<file path="src/rtl/core/bspd_pkg.sv">
// ---------------------------------------------------------------------------
// bspd_pkg
// Shared types and constants for the byte-stuffed packet deframer:
// register indexes, reset values of the code registers, and the
// command/status bundles between controller and datapath.
// ---------------------------------------------------------------------------
package bspd_pkg;

    // default packet store depth
    localparam int DEFAULT_MAX_PACKET_BYTES = 64;

    // widths fixed by the interface
    localparam int BYTE_W   = 8;
    localparam int LENGTH_W = 7;
    localparam int CFG_IDX_W = 2;

    // configuration register indexes
    localparam logic [CFG_IDX_W-1:0] REG_START_CODE   = 2'd0;
    localparam logic [CFG_IDX_W-1:0] REG_END_CODE     = 2'd1;
    localparam logic [CFG_IDX_W-1:0] REG_ESCAPE_CODE  = 2'd2;
    localparam logic [CFG_IDX_W-1:0] REG_UNSTUFF_MASK = 2'd3;

    // reset values of the configuration registers
    localparam logic [BYTE_W-1:0] RST_START_CODE   = 8'd2;
    localparam logic [BYTE_W-1:0] RST_END_CODE     = 8'd3;
    localparam logic [BYTE_W-1:0] RST_ESCAPE_CODE  = 8'd16;
    localparam logic [BYTE_W-1:0] RST_UNSTUFF_MASK = 8'd32;

    // controller to datapath commands
    typedef struct packed {
        logic intake;     // input transaction accepted this cycle
        logic rd_clear;   // restart replay at the first stored byte
        logic rd_en;      // fetch the byte at the replay pointer
        logic rd_step;    // advance the replay pointer
    } bspd_cmd_t;

    // datapath to controller status
    typedef struct packed {
        logic deliver;    // current input byte closes a non-empty open packet
        logic last;       // replay pointer sits on the final stored byte
    } bspd_sts_t;

endpackage

</file>
<file path="src/rtl/core/bspd_datapath.sv">
// ---------------------------------------------------------------------------
// bspd_datapath
// Code registers, byte classification, unstuffing, packet store with
// fill count, and the replay pointer with registered store read.
// ---------------------------------------------------------------------------
module bspd_datapath
    import bspd_pkg::*;
#(
    parameter int MAX_PACKET_BYTES = DEFAULT_MAX_PACKET_BYTES
)
(
    input  logic                 clk,
    input  logic                 rst_n,
    // configuration
    input  logic                 cfg_we,
    input  logic [CFG_IDX_W-1:0] cfg_index,
    input  logic [BYTE_W-1:0]    cfg_data,
    // input payload
    input  logic [BYTE_W-1:0]    in_byte,
    // result payload
    output logic [BYTE_W-1:0]    out_byte,
    output logic                 out_last,
    output logic [LENGTH_W-1:0]  out_length,
    // control
    input  bspd_cmd_t            cmd,
    output bspd_sts_t            sts
);

    localparam int AW = (MAX_PACKET_BYTES > 1) ? $clog2(MAX_PACKET_BYTES) : 1;
    localparam int CW = $clog2(MAX_PACKET_BYTES + 1);

    logic [BYTE_W-1:0] start_code_reg;
    logic [BYTE_W-1:0] end_code_reg;
    logic [BYTE_W-1:0] escape_code_reg;
    logic [BYTE_W-1:0] unstuff_mask_reg;

    logic              open_reg, open_next;
    logic              pending_reg, pending_next;
    logic [CW-1:0]     fill_reg, fill_next;
    logic [AW-1:0]     rd_idx_reg, rd_idx_next;
    logic [BYTE_W-1:0] rd_data_reg;

    logic [BYTE_W-1:0] store_mem [MAX_PACKET_BYTES];

    logic              is_start;
    logic              is_end;
    logic              is_escape;
    logic              full;
    logic              store_we;
    logic [BYTE_W-1:0] data_byte;
    logic [CW-1:0]     rd_count;
    logic [CW+LENGTH_W-1:0] fill_ext;

    // configuration registers
    always_ff @(posedge clk or negedge rst_n)
    begin
        if (!rst_n)
        begin
            start_code_reg   <= RST_START_CODE;
            end_code_reg     <= RST_END_CODE;
            escape_code_reg  <= RST_ESCAPE_CODE;
            unstuff_mask_reg <= RST_UNSTUFF_MASK;
        end
        else if (cfg_we)
        begin
            case (cfg_index)
                REG_START_CODE:   start_code_reg   <= cfg_data;
                REG_END_CODE:     end_code_reg     <= cfg_data;
                REG_ESCAPE_CODE:  escape_code_reg  <= cfg_data;
                REG_UNSTUFF_MASK: unstuff_mask_reg <= cfg_data;
                default:          ;
            endcase
        end
    end

    // byte classification, start code wins over end, end over escape
    assign is_start  = (in_byte == start_code_reg);
    assign is_end    = !is_start && (in_byte == end_code_reg);
    assign is_escape = !is_start && !is_end && (in_byte == escape_code_reg);
    assign full      = (fill_reg == CW'(MAX_PACKET_BYTES));
    assign data_byte = pending_reg ? (in_byte & ~unstuff_mask_reg) : in_byte;

    assign sts.deliver = is_end && open_reg && (fill_reg != '0);

    // intake state update
    always_comb
    begin
        open_next    = open_reg;
        pending_next = pending_reg;
        fill_next    = fill_reg;
        store_we     = 1'b0;
        if (cmd.intake)
        begin
            if (is_start)
            begin
                fill_next = '0;
                open_next = 1'b1;
            end
            else if (is_end)
            begin
                open_next = 1'b0;
            end
            else if (is_escape)
            begin
                pending_next = 1'b1;
            end
            else if (open_reg)
            begin
                pending_next = 1'b0;
                if (!full)
                begin
                    store_we  = 1'b1;
                    fill_next = fill_reg + CW'(1);
                end
                else
                begin
                    open_next = 1'b0;
                end
            end
        end
    end

    always_ff @(posedge clk or negedge rst_n)
    begin
        if (!rst_n)
        begin
            open_reg    <= 1'b0;
            pending_reg <= 1'b0;
            fill_reg    <= '0;
        end
        else
        begin
            open_reg    <= open_next;
            pending_reg <= pending_next;
            fill_reg    <= fill_next;
        end
    end

    // packet store write
    always_ff @(posedge clk)
    begin
        if (store_we)
        begin
            store_mem[fill_reg[AW-1:0]] <= data_byte;
        end
    end

    // replay pointer
    always_comb
    begin
        rd_idx_next = rd_idx_reg;
        if (cmd.rd_clear)
        begin
            rd_idx_next = '0;
        end
        else if (cmd.rd_step)
        begin
            rd_idx_next = rd_idx_reg + AW'(1);
        end
    end

    always_ff @(posedge clk or negedge rst_n)
    begin
        if (!rst_n)
        begin
            rd_idx_reg <= '0;
        end
        else
        begin
            rd_idx_reg <= rd_idx_next;
        end
    end

    // registered store read, held while the result is stalled
    always_ff @(posedge clk)
    begin
        if (cmd.rd_en)
        begin
            rd_data_reg <= store_mem[rd_idx_reg];
        end
    end

    // result fields
    assign rd_count   = CW'(rd_idx_reg) + CW'(1);
    assign sts.last   = (rd_count == fill_reg);
    assign fill_ext   = {{LENGTH_W{1'b0}}, fill_reg};
    assign out_byte   = rd_data_reg;
    assign out_last   = sts.last;
    assign out_length = fill_ext[LENGTH_W-1:0];

endmodule

</file>
<file path="src/rtl/core/bspd_ctrl.sv">
// ---------------------------------------------------------------------------
// bspd_ctrl
// Controller: takes input bytes while idle, and on a delivering end code
// walks the packet store, one fetch and one result transaction per byte.
// ---------------------------------------------------------------------------
module bspd_ctrl
    import bspd_pkg::*;
(
    input  logic      clk,
    input  logic      rst_n,
    input  logic      in_valid,
    output logic      in_stall,
    output logic      out_valid,
    input  logic      out_stall,
    output bspd_cmd_t cmd,
    input  bspd_sts_t sts
);

    typedef enum logic [2:0] {
        ST_IDLE = 3'b001,
        ST_READ = 3'b010,
        ST_SHOW = 3'b100
    } state_t;

    state_t state_reg, state_next;
    logic   in_take;

    assign in_stall  = (state_reg != ST_IDLE);
    assign out_valid = (state_reg == ST_SHOW);
    assign in_take   = in_valid && !in_stall;

    // next state and commands
    always_comb
    begin
        state_next   = state_reg;
        cmd.intake   = 1'b0;
        cmd.rd_clear = 1'b0;
        cmd.rd_en    = 1'b0;
        cmd.rd_step  = 1'b0;
        case (state_reg)
            ST_IDLE:
            begin
                cmd.intake = in_take;
                if (in_take && sts.deliver)
                begin
                    cmd.rd_clear = 1'b1;
                    state_next   = ST_READ;
                end
            end
            ST_READ:
            begin
                cmd.rd_en  = 1'b1;
                state_next = ST_SHOW;
            end
            ST_SHOW:
            begin
                if (!out_stall)
                begin
                    if (sts.last)
                    begin
                        state_next = ST_IDLE;
                    end
                    else
                    begin
                        cmd.rd_step = 1'b1;
                        state_next  = ST_READ;
                    end
                end
            end
            default:
            begin
                state_next = ST_IDLE;
            end
        endcase
    end

    always_ff @(posedge clk or negedge rst_n)
    begin
        if (!rst_n)
        begin
            state_reg <= ST_IDLE;
        end
        else
        begin
            state_reg <= state_next;
        end
    end

endmodule

</file>
<file path="src/rtl/core/byte_stuffed_packet_deframer.sv">
// ---------------------------------------------------------------------------
// byte_stuffed_packet_deframer
// Removes start/end/escape byte stuffing from a serial byte stream and
// delivers each completed packet byte by byte with a last marker.
//
//   channel   direction  handshake           payload
//   in        sink       in_valid/in_stall   in_byte
//   out       source     out_valid/out_stall out_byte, out_last, out_length
//   cfg       sink       cfg_we              cfg_index, cfg_data
//
// A byte that does not close a packet is taken without stalling, and the
// input stays ready for the next byte. A delivering end code replays the
// store, each result being a registered store read followed by the result
// transaction, so the input is held for the whole replay, stalls included.
// Reset puts the code registers at their defaults and closes any packet.
// A stalled result holds its fields; the input stays stalled until the
// last byte of the packet has been taken.
// ---------------------------------------------------------------------------
module byte_stuffed_packet_deframer
    import bspd_pkg::*;
#(
    parameter int MAX_PACKET_BYTES = DEFAULT_MAX_PACKET_BYTES
)
(
    input  logic                 clk,
    input  logic                 rst_n,
    // configuration
    input  logic                 cfg_we,
    input  logic [CFG_IDX_W-1:0] cfg_index,
    input  logic [BYTE_W-1:0]    cfg_data,
    // input channel
    input  logic                 in_valid,
    output logic                 in_stall,
    input  logic [BYTE_W-1:0]    in_byte,
    // output channel
    output logic                 out_valid,
    input  logic                 out_stall,
    output logic [BYTE_W-1:0]    out_byte,
    output logic                 out_last,
    output logic [LENGTH_W-1:0]  out_length
);

    bspd_cmd_t cmd;
    bspd_sts_t sts;

    // sequencing
    bspd_ctrl u_ctrl (
        .clk       (clk),
        .rst_n     (rst_n),
        .in_valid  (in_valid),
        .in_stall  (in_stall),
        .out_valid (out_valid),
        .out_stall (out_stall),
        .cmd       (cmd),
        .sts       (sts)
    );

    // registers, store and result fields
    bspd_datapath #(
        .MAX_PACKET_BYTES (MAX_PACKET_BYTES)
    ) u_datapath (
        .clk        (clk),
        .rst_n      (rst_n),
        .cfg_we     (cfg_we),
        .cfg_index  (cfg_index),
        .cfg_data   (cfg_data),
        .in_byte    (in_byte),
        .out_byte   (out_byte),
        .out_last   (out_last),
        .out_length (out_length),
        .cmd        (cmd),
        .sts        (sts)
    );

endmodule

</file>
<file path="config.mk">
export PLATFORM = sky130hd
export DESIGN_NAME = byte_stuffed_packet_deframer
export DESIGN_NICKNAME = d
export VERILOG_FILES = /design/src/rtl/core/bspd_pkg.sv /design/src/rtl/core/bspd_datapath.sv /design/src/rtl/core/bspd_ctrl.sv /design/src/rtl/core/byte_stuffed_packet_deframer.sv
export SDC_FILE = /design/constraint.sdc
export NUM_CORES = 1
export LEC_CHECK = 0
export BUFFER_PORTS_ARGS = -buffer_cell sky130_fd_sc_hd__buf_2
export CAP_MARGIN = 0
export CORE_ASPECT_RATIO = 0.6
export CORE_MARGIN = 2
export CORE_UTILIZATION = 62
export DETAILED_ROUTE_END_ITERATION = 10
export MAX_ROUTING_LAYER = met4
export PLACE_DENSITY_LB_ADDON = 0.05
export SYNTH_ARGS = -nofsm -noshare
export SYNTH_HDL_FRONTEND = slang
export SYNTH_SLANG_ARGS = --single-unit
</file>
<file path="constraint.sdc">
create_clock -name clk -period 5.25 [get_ports clk]
set_input_delay 0 -clock clk [delete_from_list [all_inputs] [get_ports clk]]
set_output_delay 0 -clock clk [all_outputs]
set_load 0.05 [all_outputs]
</file>
=== After elaboration in Yosys (flattened, before gate mapping) ===
Memory sizes are Yosys's and may differ from the RTL's. A register that Yosys moved wholly into a read port is not among the register bits.
Index checks and enable logic that the tools add are counted.

* Bits of input ports: 23
* Memory bits (writable): 512
* Memories: 1
* Register bits after elaboration: 50
* Output and inout bits: 18

* $add $sub $neg: 3
* Reduce and logical (&&, ||, !) cells: 23
* Equality and inequality tests: 18
* Bitwise gates (word level): 4
* Mux-type cells: 31

{| class="wikitable"
|+ Memories
! name !! depth !! bits a word !! read ports !! clocked after Yosys merged registers in !! wr ports !! RTL line !! text
|-
| u_datapath.store_mem || 64 || 8 || 1 || 1 || 1 || bspd_datapath.sv:43 || <nowiki>logic [BYTE_W-1:0] store_mem [MAX_PACKET_BYTES];</nowiki>
|}

{| class="wikitable"
|+ Operators by type and width
! operator !! number
|-
| $mux W7 || 5
|-
| $eq A8 B8 Y1 || 3
|-
| $mux W1 || 18
|-
| $mux W6 || 2
|-
| $reduce_and A2 Y1 || 6
|-
| $pmux W3 S3 || 1
|-
| $and A8 B8 Y8 || 1
|-
| $mux W8 || 1
|-
| $ne A2 B1 Y1 const B || 4
|-
| $not A8 Y8 || 1
|-
| $add A6 B1 Y7 const B || 1
|-
| $add A7 B1 Y7 const B || 1
|-
| $eq A7 B7 Y1 || 1
|-
| $eq A7 B7 Y1 const B || 1
|-
| $logic_and A1 B1 Y1 || 7
|-
| $reduce_bool A7 Y1 || 1
|-
| $add A6 B1 Y6 const B || 1
|-
| $mux W3 || 2
|-
| $ne A3 B1 Y1 const B || 2
|-
| $reduce_bool A2 Y1 || 3
|-
| $reduce_and A5 Y1 || 1
|-
| $eq A2 B2 Y1 const B || 2
|-
| $mux W2 || 2
|-
| $reduce_and A4 Y1 || 1
|-
| 8 further kinds || 11
|}

=== Longest topological paths before layout ===
Gate-level depths: netlist of the first run.

* Depth in word-level cells: 12
* Gate-level depth with buffers: 10
* Depth with buffers taken out: 8

=== Hierarchy ===
From an unflattened synthesis of the first run, not the netlist that was laid out.

* Cell total of the unflattened synthesis: 1238
* Area, all modules: 23154.7 um^2

{| class="wikitable"
|+ By module, submodules not included
! module !! cells an instance !! area each (um^2) !! times used
|-
| bspd_datapath || 1217 || 22969.5 || 1
|-
| bspd_ctrl || 21 || 185.2 || 1
|}

=== Least setup slack after synthesis of the first run ===
Ideal clock, no wire load.

* Kind: flip-flop to flip-flop
* Start: reg u_datapath.pending_reg
* End: mem u_datapath.store_mem[0][0] (data pin)
* Buffers on the path: 0
* Required time: 4.525 ns
* Stages on the path, launching flop included: 2
* Path slack: 1.494 ns
* Setup time: 0.725 ns
* Data arrival time: 3.031 ns
* Path through: dfrtp_1 a21boi_0

* Longest elaborated chain between the ends: 1

{| class="wikitable"
|+ RTL lines
! element !! RTL line !! text
|-
| start, declared || bspd_datapath.sv:38 || <nowiki>logic pending_reg, pending_next;</nowiki>
|-
| start signal, assigned || bspd_datapath.sv:134 || <nowiki>pending_reg <= pending_next;</nowiki>
|-
| $mux W8 || bspd_datapath.sv:81 || <nowiki>assign data_byte = pending_reg ? (in_byte & ~unstuff_mask_reg) : in_byte;</nowiki>
|-
| via u_datapath.data_byte[0] || bspd_datapath.sv:50 || <nowiki>logic [BYTE_W-1:0] data_byte;</nowiki>
|-
| end, declared || bspd_datapath.sv:43 ||
|}

The timed path passes the listed nets, and every way through them passes these cells.

=== Final worst setup path of the first run ===
* Start: reg u_datapath.fill_reg[3] (netlist: u_datapath.out_length[3])
* End: mem u_datapath.store_mem[5][2] (enable)

* Longest elaborated chain between the ends: 9

{| class="wikitable"
|+ RTL lines
! element !! RTL line !! text
|-
| start, declared || bspd_datapath.sv:39 || <nowiki>logic [CW-1:0] fill_reg, fill_next;</nowiki>
|-
| start signal, assigned || bspd_datapath.sv:135 || <nowiki>fill_reg <= fill_next;</nowiki>
|-
| $eq A7 B7 Y1 || bspd_datapath.sv:80 || <nowiki>assign full = (fill_reg == CW'(MAX_PACKET_BYTES));</nowiki>
|-
| $mux W1 || bspd_datapath.sv:110 || <nowiki>if (!full)</nowiki>
|-
| $mux W1 || bspd_datapath.sv:107 || <nowiki>else if (open_reg)</nowiki>
|-
| $mux W1 || bspd_datapath.sv:103 || <nowiki>else if (is_escape)</nowiki>
|-
| $mux W1 || bspd_datapath.sv:99 || <nowiki>else if (is_end)</nowiki>
|-
| $mux W1 || bspd_datapath.sv:94 || <nowiki>if (is_start)</nowiki>
|-
| $mux W1 || bspd_datapath.sv:92 || <nowiki>if (cmd.intake)</nowiki>
|-
| $mux W1 || bspd_datapath.sv:142 || <nowiki>if (store_we)</nowiki>
|-
| $mux W1 (implied by the code) || bspd_datapath.sv:144 || <nowiki>store_mem[fill_reg[AW-1:0]] <= data_byte;</nowiki>
|}

Several ways; a longest one is shown, not always the timed one.

==> out/qor.yml, run 1 <==
max_freq_mhz: 265
cts_buffers: 48
synth-seq-cells: 570
clock_path_buffers: 3
syn_avg_cell_area_sq_um: 19.9
die_w_um: 252
cts_setup_buffers: 0
critical_path.top_delay_family: "simple AND/OR/NAND/NOR gates"
syn_nets: 1176
use_met2_pct: 39.4
cp-start-kind: "flop"
htreeDepth: 2
met3_usage_pct: 6.18
crit_required_ns: 5.46
grt_pass1_vias: 11400
grt_start_max_net_pins: 65
drtIter0Drc: 1553
grt_pass1_wl_mm: 80.3
gp_congestion: 0.880
placed_cell_area_sq_um: 23600
ir_worst_vdd_uv: 308
cts_tree: "done"
critPathArrivalTime_ns: 3.98
synth.top_cell.area_share_pct: 68.4
clock_latency_ns: 0.58
synth_area_leader_cell: "edfxtp_1"
syn2layout_area_growth_pct: 10.8
rows: 54
tightest_slew_ns: 1.02
multi_input_area_sq_um: 5720
cts.clk_slew.worst_paths_ns: 0.07
synth_flop_cell: "edfxtp_1"
synth-edff-count: 520
start_util_pct: 62.9
fin_area_sq_um: 25300
largest_reg_flops: 512
gr-usage-met1_pct: 49.9
p_per_area_nw_per_um2: 370
netlist_top_cells_count: "520 x edfxtp_1, 134 x mux4_2, 72 x nor2_1"
rsz0062_at_grt: "no"
ant_nets: 0
endpoint_kind: "flop"
vias: 11900
die-area_sq_um: 38400
maxSlewHeadroom_pct: 31.9
setup_violations: 0
final_layout_size_suffix_gt1_share_pct: 26.2
portBuffers: 40
clock-sinks: 570
worst-setup-path-type: "flop to flop"
n_antenna_cell: 0
fin_crit_sh_pct: 71.9
slowest_delay_ns: 0.82
fin_skew_ns: 0.0227
netlist_area_sq_um: 22800
drt-wirelength-per-cell_um: 31.5
slew_viol_final: 0
fill_cells: 2185
finish.utilization_pct: 69.7
hp-class: "input port to flop"
drt-total-wl_mm: 54.2
critical_path.cell_chain: "or3_1 > o21ai_0 > a21oi_2 > nand3_1 > or4_1 > nor2_1"
power.leakage_uw: 0.00802
grtUsageTotal_pct: 30.1
seqCellArea_sq_um: 16900
seq_area_frac_synth_pct: 73.9
grt_remaining_overflow: 0
tns_ns: 0
core_area_sq_um: 36300
cpMaxStageDelayCell: "or4_1"
status: "completed"
synthArstFlopShare_pct: 8.77
cp_num_buf_inv: 0
dieHeight_um: 153
top_usage_layer: "met1"
maxCapViolCount: 0
finalCriticalPeriod_ns: 3.77
synth_cells: 1150
drc_errors: 0
nets: 1234
synth.distinct_cells: 54
antenna_found_initial: 0
vias_per_cell: 6.90
dp_hpwl_mm: 33.5
io_pins: 41
synth.most_common_cell: "edfxtp_1"
dp.cells: 1622
critPathMaxFanout: 12
ys_warn_count: 0
synth_area_leaders: "edfxtp_1 68%, mux4_2 13%, dfrtp_1 4.8%"
hold_violations: 0
fin_total_pwr_uw: 9350
final-instance-count-excl-fill: 1721
drt-pass1-iter-count: 5
cts-root-buf: "clkbuf_16"
## where the power goes
| group | switching (uW) | internal, uW | total [uW] |
|---|---|---|---|
| sequential | 81.6 | 5110 | 5190 |
| combinational | 383 | 148 | 531 |
| clock | 1620 | 2010 | 3630 |
## path summary, 6_finish.rpt
kind                                          startpoint                             to  slack (ns)  cells past startpoint
min in group asynchronous                          rst_n  u_datapath.escape_code_reg[3]        0.08                      3
setup reg to reg                u_datapath.out_length[3]     u_datapath.store_mem[5][2]        1.48                      6
max in group asynchronous                          rst_n       u_datapath.rd_idx_reg[0]        4.69                      3
hold reg to reg            u_datapath.escape_code_reg[7]  u_datapath.escape_code_reg[7]        0.53                      1
setup / recovery                u_datapath.out_length[3]     u_datapath.store_mem[5][2]        1.48                      6
hold / removal                              cfg_index[0]   u_datapath.start_code_reg[2]        0.02                      4
## placed cells by master, fill, tap and decap left out, types with 4 or more instances in the layout
master | Yosys | final
buf_4 | 8 | 15
a21oi_1 | 14 | 14
a221oi_1 | 7 | 7
mux2i_1 | 42 | 42
dfstp_2 | 6 | 6
clkbuf_16 | 0 | 49
inv_1 | 4 | 4
or4_1 | 7 | 7
buf_2 | 15 | 40
o221ai_1 | 7 | 7
o22ai_1 | 5 | 5
clkinv_2 | 0 | 6
nand2_1 | 29 | 29
nand3_1 | 11 | 11
xnor2_1 | 5 | 5
a21boi_4 | 0 | 8
nand2b_1 | 4 | 4
clkbuf_1 | 33 | 8
dlygate4sd3_1 | 0 | 12
nor3_1 | 7 | 7
nor2_1 | 72 | 72
and2_1 | 6 | 6
nor4_1 | 7 | 7
dfrtp_1 | 44 | 42
xor2_1 | 26 | 26
clkinv_1 | 1 | 9
nand3b_1 | 6 | 6
edfxtp_1 | 520 | 520
mux2_2 | 39 | 39
a31oi_1 | 5 | 5
bufinv_16 | 0 | 6
mux4_2 | 134 | 134
nor2b_1 | 5 | 5
a22oi_1 | 7 | 7
o21ai_0 | 28 | 28
## layer usage
metal,part of all wire [%],wire [um]
met3,11,6240
met1,45,24300
met4,1.6,873
met5,0,0
met2,42,22900
## logic make-up after synthesis
group                      count (synthesis)  share of synthesized area [%]
and+or+nand+nor                          167                           3.50
muxes                                    215                           17.0
buffers and inverters                     69                           1.45
xor gates and xnor gates                  31                           1.19
AOI/OAI and AO/OA                         95                           2.81
adders and majority gates                  3                          0.164
DFF                                      570                           73.9
## worst register-to-register path, stage by stage, from the launching register on
cell and delay [ns]:
dfrtp_1 0.54, or3_1 0.50, o21ai_0 0.21, a21oi_2 0.33, nand3_1 0.26, or4_1 0.82
nor2_1 0.75
## final cells by class
cell class	instances	share of cell area (%)
Tap cell	476	2.35
Inverter	7	0.104
Clock buffer	57	4.97
Timing Repair Buffer	70	1.95
Sequential cell	570	66.7
Multi-Input combinational cell	511	22.6
Clock inverter	30	1.25
## repair_timing
action / CTS / global route
hold endpoints to repair: 106 / 0
hold buffers: 12 / 0
gates resized for setup: 0 / 0
## through the flow
stage / hold WS, ns / setup WS [ns]
2_1_floorplan: -0.296 / 1.49
6_report: 0.0213 / 1.48
5_1_grt: 0.0320 / 1.20
4_1_cts: 0.00791 / 1.52
3_5_place_dp: 0.148 / 1.53
3_3_place_gp: 0.145 / 1.70
Note: power is estimated with default switching activity, not from simulation.
==> run 2, diff against run 1 <==
--- a/config.mk
+++ b/config.mk
@@ -9,7 +9,7 @@
 export CAP_MARGIN = 0
 export CORE_ASPECT_RATIO = 0.6
 export CORE_MARGIN = 2
-export CORE_UTILIZATION = 62
+export CORE_UTILIZATION = 56
 export DETAILED_ROUTE_END_ITERATION = 10
 export MAX_ROUTING_LAYER = met4
 export PLACE_DENSITY_LB_ADDON = 0.05
==> constraint.sdc (replaced) <==
create_clock -name clk -period 3.04 [get_ports clk]
set_input_delay 0 -clock clk [delete_from_list [all_inputs] [get_ports clk]]
set_output_delay 0 -clock clk [all_outputs]
set_load 0.05 [all_outputs]
==> run 2 against run 1 <==
Compared with the run above:
- sequential share of layout area is 2.3 points lower
- non-clock buffer count rose by 83
- final cell count rose by 8.4%
- hold slack better by 0.055 ns
- flip-flop and latch count did not move
- design area rose by 3.6%
- critical endpoint is now u_datapath.store_mem[11][5]
- highest routed layer unchanged
==> out/qor.yml, run 2 (synthesized netlist as in run 1, its figures left out) <==
power.leakage_uw: 0.00847
grtUsageTotal_pct: 26.1
tightest_slew_ns: 0.913
portBuffers: 40
p_sw_uw: 3530
clock-sinks: 570
finalCriticalPeriod_ns: 2.87
clock_latency_ns: 0.57
final_cell_mix: "520 x edfxtp_1, 134 x mux4_2, 93 x buf_4"
critPathArrivalTime_ns: 3.07
largest_reg_flops: 512
grt_pass1_vias: 11500
hold_violations: 0
seq_power_share_pct: 55.3
core_area_sq_um: 40400
endpoint_kind: "flop"
combinationalPowerShare_pct: 5.8
final_common_cell: "edfxtp_1"
finish.utilization_pct: 64.9
rows: 57
fill_cells: 2713
fin_crit_sh_pct: 94.5
multi_input_area_sq_um: 5870
hold_ws_ns: 0.0762
status: "completed"
cts_tree: "done"
hp-class: "input port to asynchronous set/reset pin"
vias_per_cell: 6.24
cts_buffers: 50
fin_skew_ns: 0.0118
pwr-share-clk_pct: 38.8
cts.clk_slew.worst_paths_ns: 0.06
die_w_um: 265
grt_pass1_wl_mm: 77.8
io_pins: 41
grt_start_max_net_pins: 65
p_sw_share_pct: 21.8
setup_violations: 0
rsz0062_at_grt: "no"
syn2layout_area_growth_pct: 14.8
fin_area_sq_um: 26200
die-area_sq_um: 42500
cp-start-kind: "flop"
clock_path_buffers: 3
cts_setup_buffers: 0
critPathMaxFanout: 9
drtIter0Drc: 1338
ant_nets: 0
htreeDepth: 2
final_layout_size_suffix_gt1_share_pct: 35.2
slew_viol_final: 0
drc_errors: 0
start_util_pct: 56.6
worstRegToRegCells: 9
crit_required_ns: 3.24
drt-wirelength-per-cell_um: 27.9
antenna_found_initial: 1
dp_hpwl_mm: 33.3
worst-setup-path-type: "flop to flop"
placed_cell_area_sq_um: 24500
drt-pass1-iter-count: 7
tns_ns: 0
p_per_area_nw_per_um2: 617
p_int_uw: 12600
dieHeight_um: 160
maxCapViolCount: 0
nets: 1319
gp_congestion: 0.843
vias: 11600
seqCellArea_sq_um: 16900
grt_remaining_overflow: 0
maxSlewHeadroom_pct: 39.1
cts-root-buf: "clkbuf_16"
ir_worst_vdd_uv: 440
drt-total-wl_mm: 52.0
max_freq_mhz: 348
## run 2: area by class of cell
cell class	instances	share of cell area (%)
clock buffer	61	5.05
tap	531	2.53
sequential	570	64.4
antenna	1	0.00955
multi-input combinational	511	22.4
timing repair buffer	153	4.42
inverter	7	0.100
clock inverter	31	1.09
## run 2: power by group through the flow
| stage | logic [uW] | registers [uW] | clock network, uW |
|---|---|---|---|
| floorplan | 494 | 9150 | 0 |
| global placement | 916 | 9100 | 0 |
| detailed placement | 937 | 9110 | 0 |
| CTS | 950 | 8940 | 6390 |
| global route | 1020 | 8950 | 6720 |
| finish | 941 | 8940 | 6280 |
## run 2: critical path, cell delays in order (launching register included)
cell      delay [ns]
dfrtp_2         0.44
inv_1           0.12
ha_1            0.21
nand3b_1        0.10
o21ai_0         0.11
a21oi_2         0.15
nand3_1         0.22
or4_1           0.46
buf_4           0.23
nor2_2          0.47
## run 2: what timing repair did
| item | 4_1_cts | 5_1_grt |
|---|---|---|
| setup endpoints to repair | 0 | 41 |
| endpoints found under the hold margin | 72 | 0 |
| hold buffers | 13 | 0 |
| gates resized for setup | 0 | 2 |
## run 2: path summary, 6_finish.rpt
kind	startpoint	end	slack, ns
max in group asynchronous	rst_n	u_datapath.unstuff_mask_reg[5]	2.16
max reg2reg	u_datapath.out_length[1]	u_datapath.store_mem[11][5]	0.17
min	rst_n	u_datapath.end_code_reg[6]	0.08
min reg2reg	u_datapath.escape_code_reg[6]	u_datapath.escape_code_reg[6]	0.53
min in group clk	cfg_we	u_datapath.start_code_reg[0]	0.11
max	u_datapath.out_length[1]	u_datapath.store_mem[11][5]	0.17
## run 2: per-layer routing
metal,GRT usage (%),up-vias,part of all wire [%]
li1,-,4992,-
met1,42.3,6125,48
met2,34.6,473,42
met3,5.80,55,8.8
met4,4.24,0,1.3
met5,-,-,0
## run 2: through the flow
| step | instances | total power, uW | setup WS [ns] |
|---|---|---|---|
| floorplan | 1150 | 9640 | -0.716 |
| global placement | 1759 | 10000 | 0.174 |
| detailed placement | 1759 | 10000 | 0.0814 |
| CTS | 1864 | 16300 | 0.0850 |
| global route | 1865 | 16700 | 0.0100 |
| finish | 1865 | 16200 | 0.168 |
==> run 3, diff against run 2 <==
--- a/config.mk
+++ b/config.mk
@@ -5,6 +5,7 @@
 export SDC_FILE = /design/constraint.sdc
 export NUM_CORES = 1
 export LEC_CHECK = 0
+export ABC_CLOCK_PERIOD_IN_PS = 3040
 export BUFFER_PORTS_ARGS = -buffer_cell sky130_fd_sc_hd__buf_2
 export CAP_MARGIN = 0
 export CORE_ASPECT_RATIO = 0.6
@@ -12,7 +13,8 @@
 export CORE_UTILIZATION = 56
 export DETAILED_ROUTE_END_ITERATION = 10
 export MAX_ROUTING_LAYER = met4
-export PLACE_DENSITY_LB_ADDON = 0.05
+export PLACE_DENSITY = 0.75
+export SETUP_SLACK_MARGIN = 0.2
 export SYNTH_ARGS = -nofsm -noshare
 export SYNTH_HDL_FRONTEND = slang
 export SYNTH_SLANG_ARGS = --single-unit
==> run 3 against run 2 <==
Compared with the run above:
- register-to-register slack gained 0.12 ns
- power grew 2.2%
- clock power grew 4.0%
- non-clock buffer count shrank 23
- combinational power grew 11%
- count of clock-buffer cells in the layout shrank 7
- design area grew 1.1%
- largest power group unchanged
==> out/qor.yml, run 3 (synthesized netlist as in run 1, its figures left out) <==
hp-class: "input port to flop"
fin_crit_sh_pct: 90.7
cp_num_buf_inv: 3
drt-pass1-iter-count: 5
final_common_cell: "edfxtp_1"
die-area_sq_um: 42500
slowest_delay_ns: 0.47
slew_viol_final: 0
clock-sinks: 570
clock_path_buffers: 3
final-instance-count-excl-fill: 1834
hold_violations: 0
ir_worst_vdd_uv: 721
critical_path.cell_chain: "buf_12 > nand3_1 > or2_1 > a2111oi_2 > o2111ai_2 > inv_2 > buf_4"
drt-wirelength-per-cell_um: 30.3
final_layout_size_suffix_gt1_share_pct: 35.1
max_freq_mhz: 363
gp_congestion: 0.930
n_antenna_cell: 0
start_util_pct: 56.6
fin_skew_ns: 0.0226
power.leakage_uw: 0.00839
status: "completed"
pre_cts_slack_ns: 0.134
drc_errors: 0
vias_per_cell: 6.52
grt_remaining_overflow: 0
final.setup.worst_slack_ns: 0.283
htreeDepth: 2
p_per_area_nw_per_um2: 624
finalCriticalPeriod_ns: 2.76
fill_cells: 2613
final_cell_mix: "520 x edfxtp_1, 134 x mux4_2, 60 x buf_4"
cts.clk_slew.worst_paths_ns: 0.08
maxSlewHeadroom_pct: 34.2
antenna_found_initial: 1
seqCellArea_sq_um: 16900
endpoint_kind: "primary output"
grt_pass1_vias: 11700
nets: 1294
worstRegToRegCells: 6
critPathMaxFanout: 31
drtIter0Drc: 1673
largest_reg_flops: 512
dp.cells: 1725
crit_required_ns: 3.04
syn2layout_area_growth_pct: 16.1
cpMaxStageDelayCell: "dfrtp_4"
dp_hpwl_mm: 35.0
tightest_slew_ns: 0.982
clock_latency_ns: 0.58
cp.depth: 7
multi_input_area_sq_um: 6180
vias: 12000
cts_tree: "done"
dieHeight_um: 160
portBuffers: 40
grtUsageTotal_pct: 27.6
holdPathStages: 2
critical_path.top_delay_family: "buffers and inverters"
cts-root-buf: "clkbuf_16"
worst-setup-path-type: "flop to primary output"
setup_violations: 0
ant_nets: 0
core_area_sq_um: 40400
grt_pass1_wl_mm: 81.4
cp-start-kind: "flop"
maxCapViolCount: 0
drt-total-wl_mm: 55.6
rows: 57
critPathArrivalTime_ns: 2.76
io_pins: 41
die_w_um: 265
cts_buffers: 48
rsz0062_at_grt: "yes"
grt_start_max_net_pins: 65
## run 3: cell types whose count changed in the layout (fill, tap and decap cells not counted), moves of 5 or more
cell      previous run  this run
nor2_2              56         4
nor2_4               0        56
buf_4               93        60
clkinv_1            12         7
buf_12               6        14
## run 3: layout make-up
| class | count | share of cell area [%] |
|---|---|---|
| multi-input cells | 511 | 23.3 |
| repair buffers | 130 | 4.15 |
| clock inverters | 31 | 1.48 |
| flip-flops and latches | 570 | 63.7 |
| inverters | 7 | 0.0992 |
| well taps | 531 | 2.51 |
| clock buffers | 54 | 4.70 |
## run 3: metal layers
layer / vias to the layer above / part of all wire [%] / routed length [um] / GRT usage [%]
li1: 4943 / - / - / -
met1: 6298 / 43 / 23800 / 41.8
met2: 635 / 44 / 24200 / 37.6
met3: 86 / 12 / 6470 / 8.42
met4: 0 / 1.8 / 1010 / 5.39
met5: - / 0 / 0 / -
## run 3: through the flow
stage	power (uW)	TNS [ns]	hold WS (ns)	instance area, sq um	utilization, %
2_1_floorplan	9660	-366.48	-0.296	23300	-
3_3_place_gp	10000	0	0.119	24600	60.9
3_5_place_dp	10100	0	0.131	24600	60.9
4_1_cts	16500	0	0.00247	26400	65.4
5_1_grt	16900	0	0.0133	26500	65.6
6_report	16500	0	0.0149	26500	65.6
## run 3: worst reg2reg max path: cells and delay by family, from the launching register on
| kind | cells | cell delay, ns |
|---|---|---|
| AOI/OAI and AO/OA | 1 | 0.20 |
| buffers and inverters | 2 | 0.55 |
| DFF | 1 | 0.47 |
| muxes | 2 | 1.13 |
| and+or+nand+nor | 1 | 0.12 |
## run 3: timing repair
action	in CTS	in global routing
hold endpoints to repair	75	0
endpoints found under the setup margin	132	462
hold buffers	14	0
pin swaps	1	4
setup buffers	5	5
gates resized for setup	2	11
## run 3: path summary, 6_finish.rpt
check	start	end	slack (ns)
hold / removal	in_byte[5]	u_datapath.store_mem[15][5]	0.01
min in group asynchronous	rst_n	u_datapath.escape_code_reg[3]	0.05
setup reg to reg	u_datapath.rd_idx_reg[0]	u_datapath.out_byte[4]	0.29
hold reg to reg	u_datapath.escape_code_reg[0]	u_datapath.escape_code_reg[0]	0.53
max in group asynchronous	rst_n	u_datapath.unstuff_mask_reg[5]	2.20
setup / recovery	u_datapath.rd_idx_reg[0]	out_last	0.28
## run 3: where the power goes
group,switching (uW),internal [uW]
logic,688,348
clock network,2810,3720
registers,144,8820
total,3640,12900
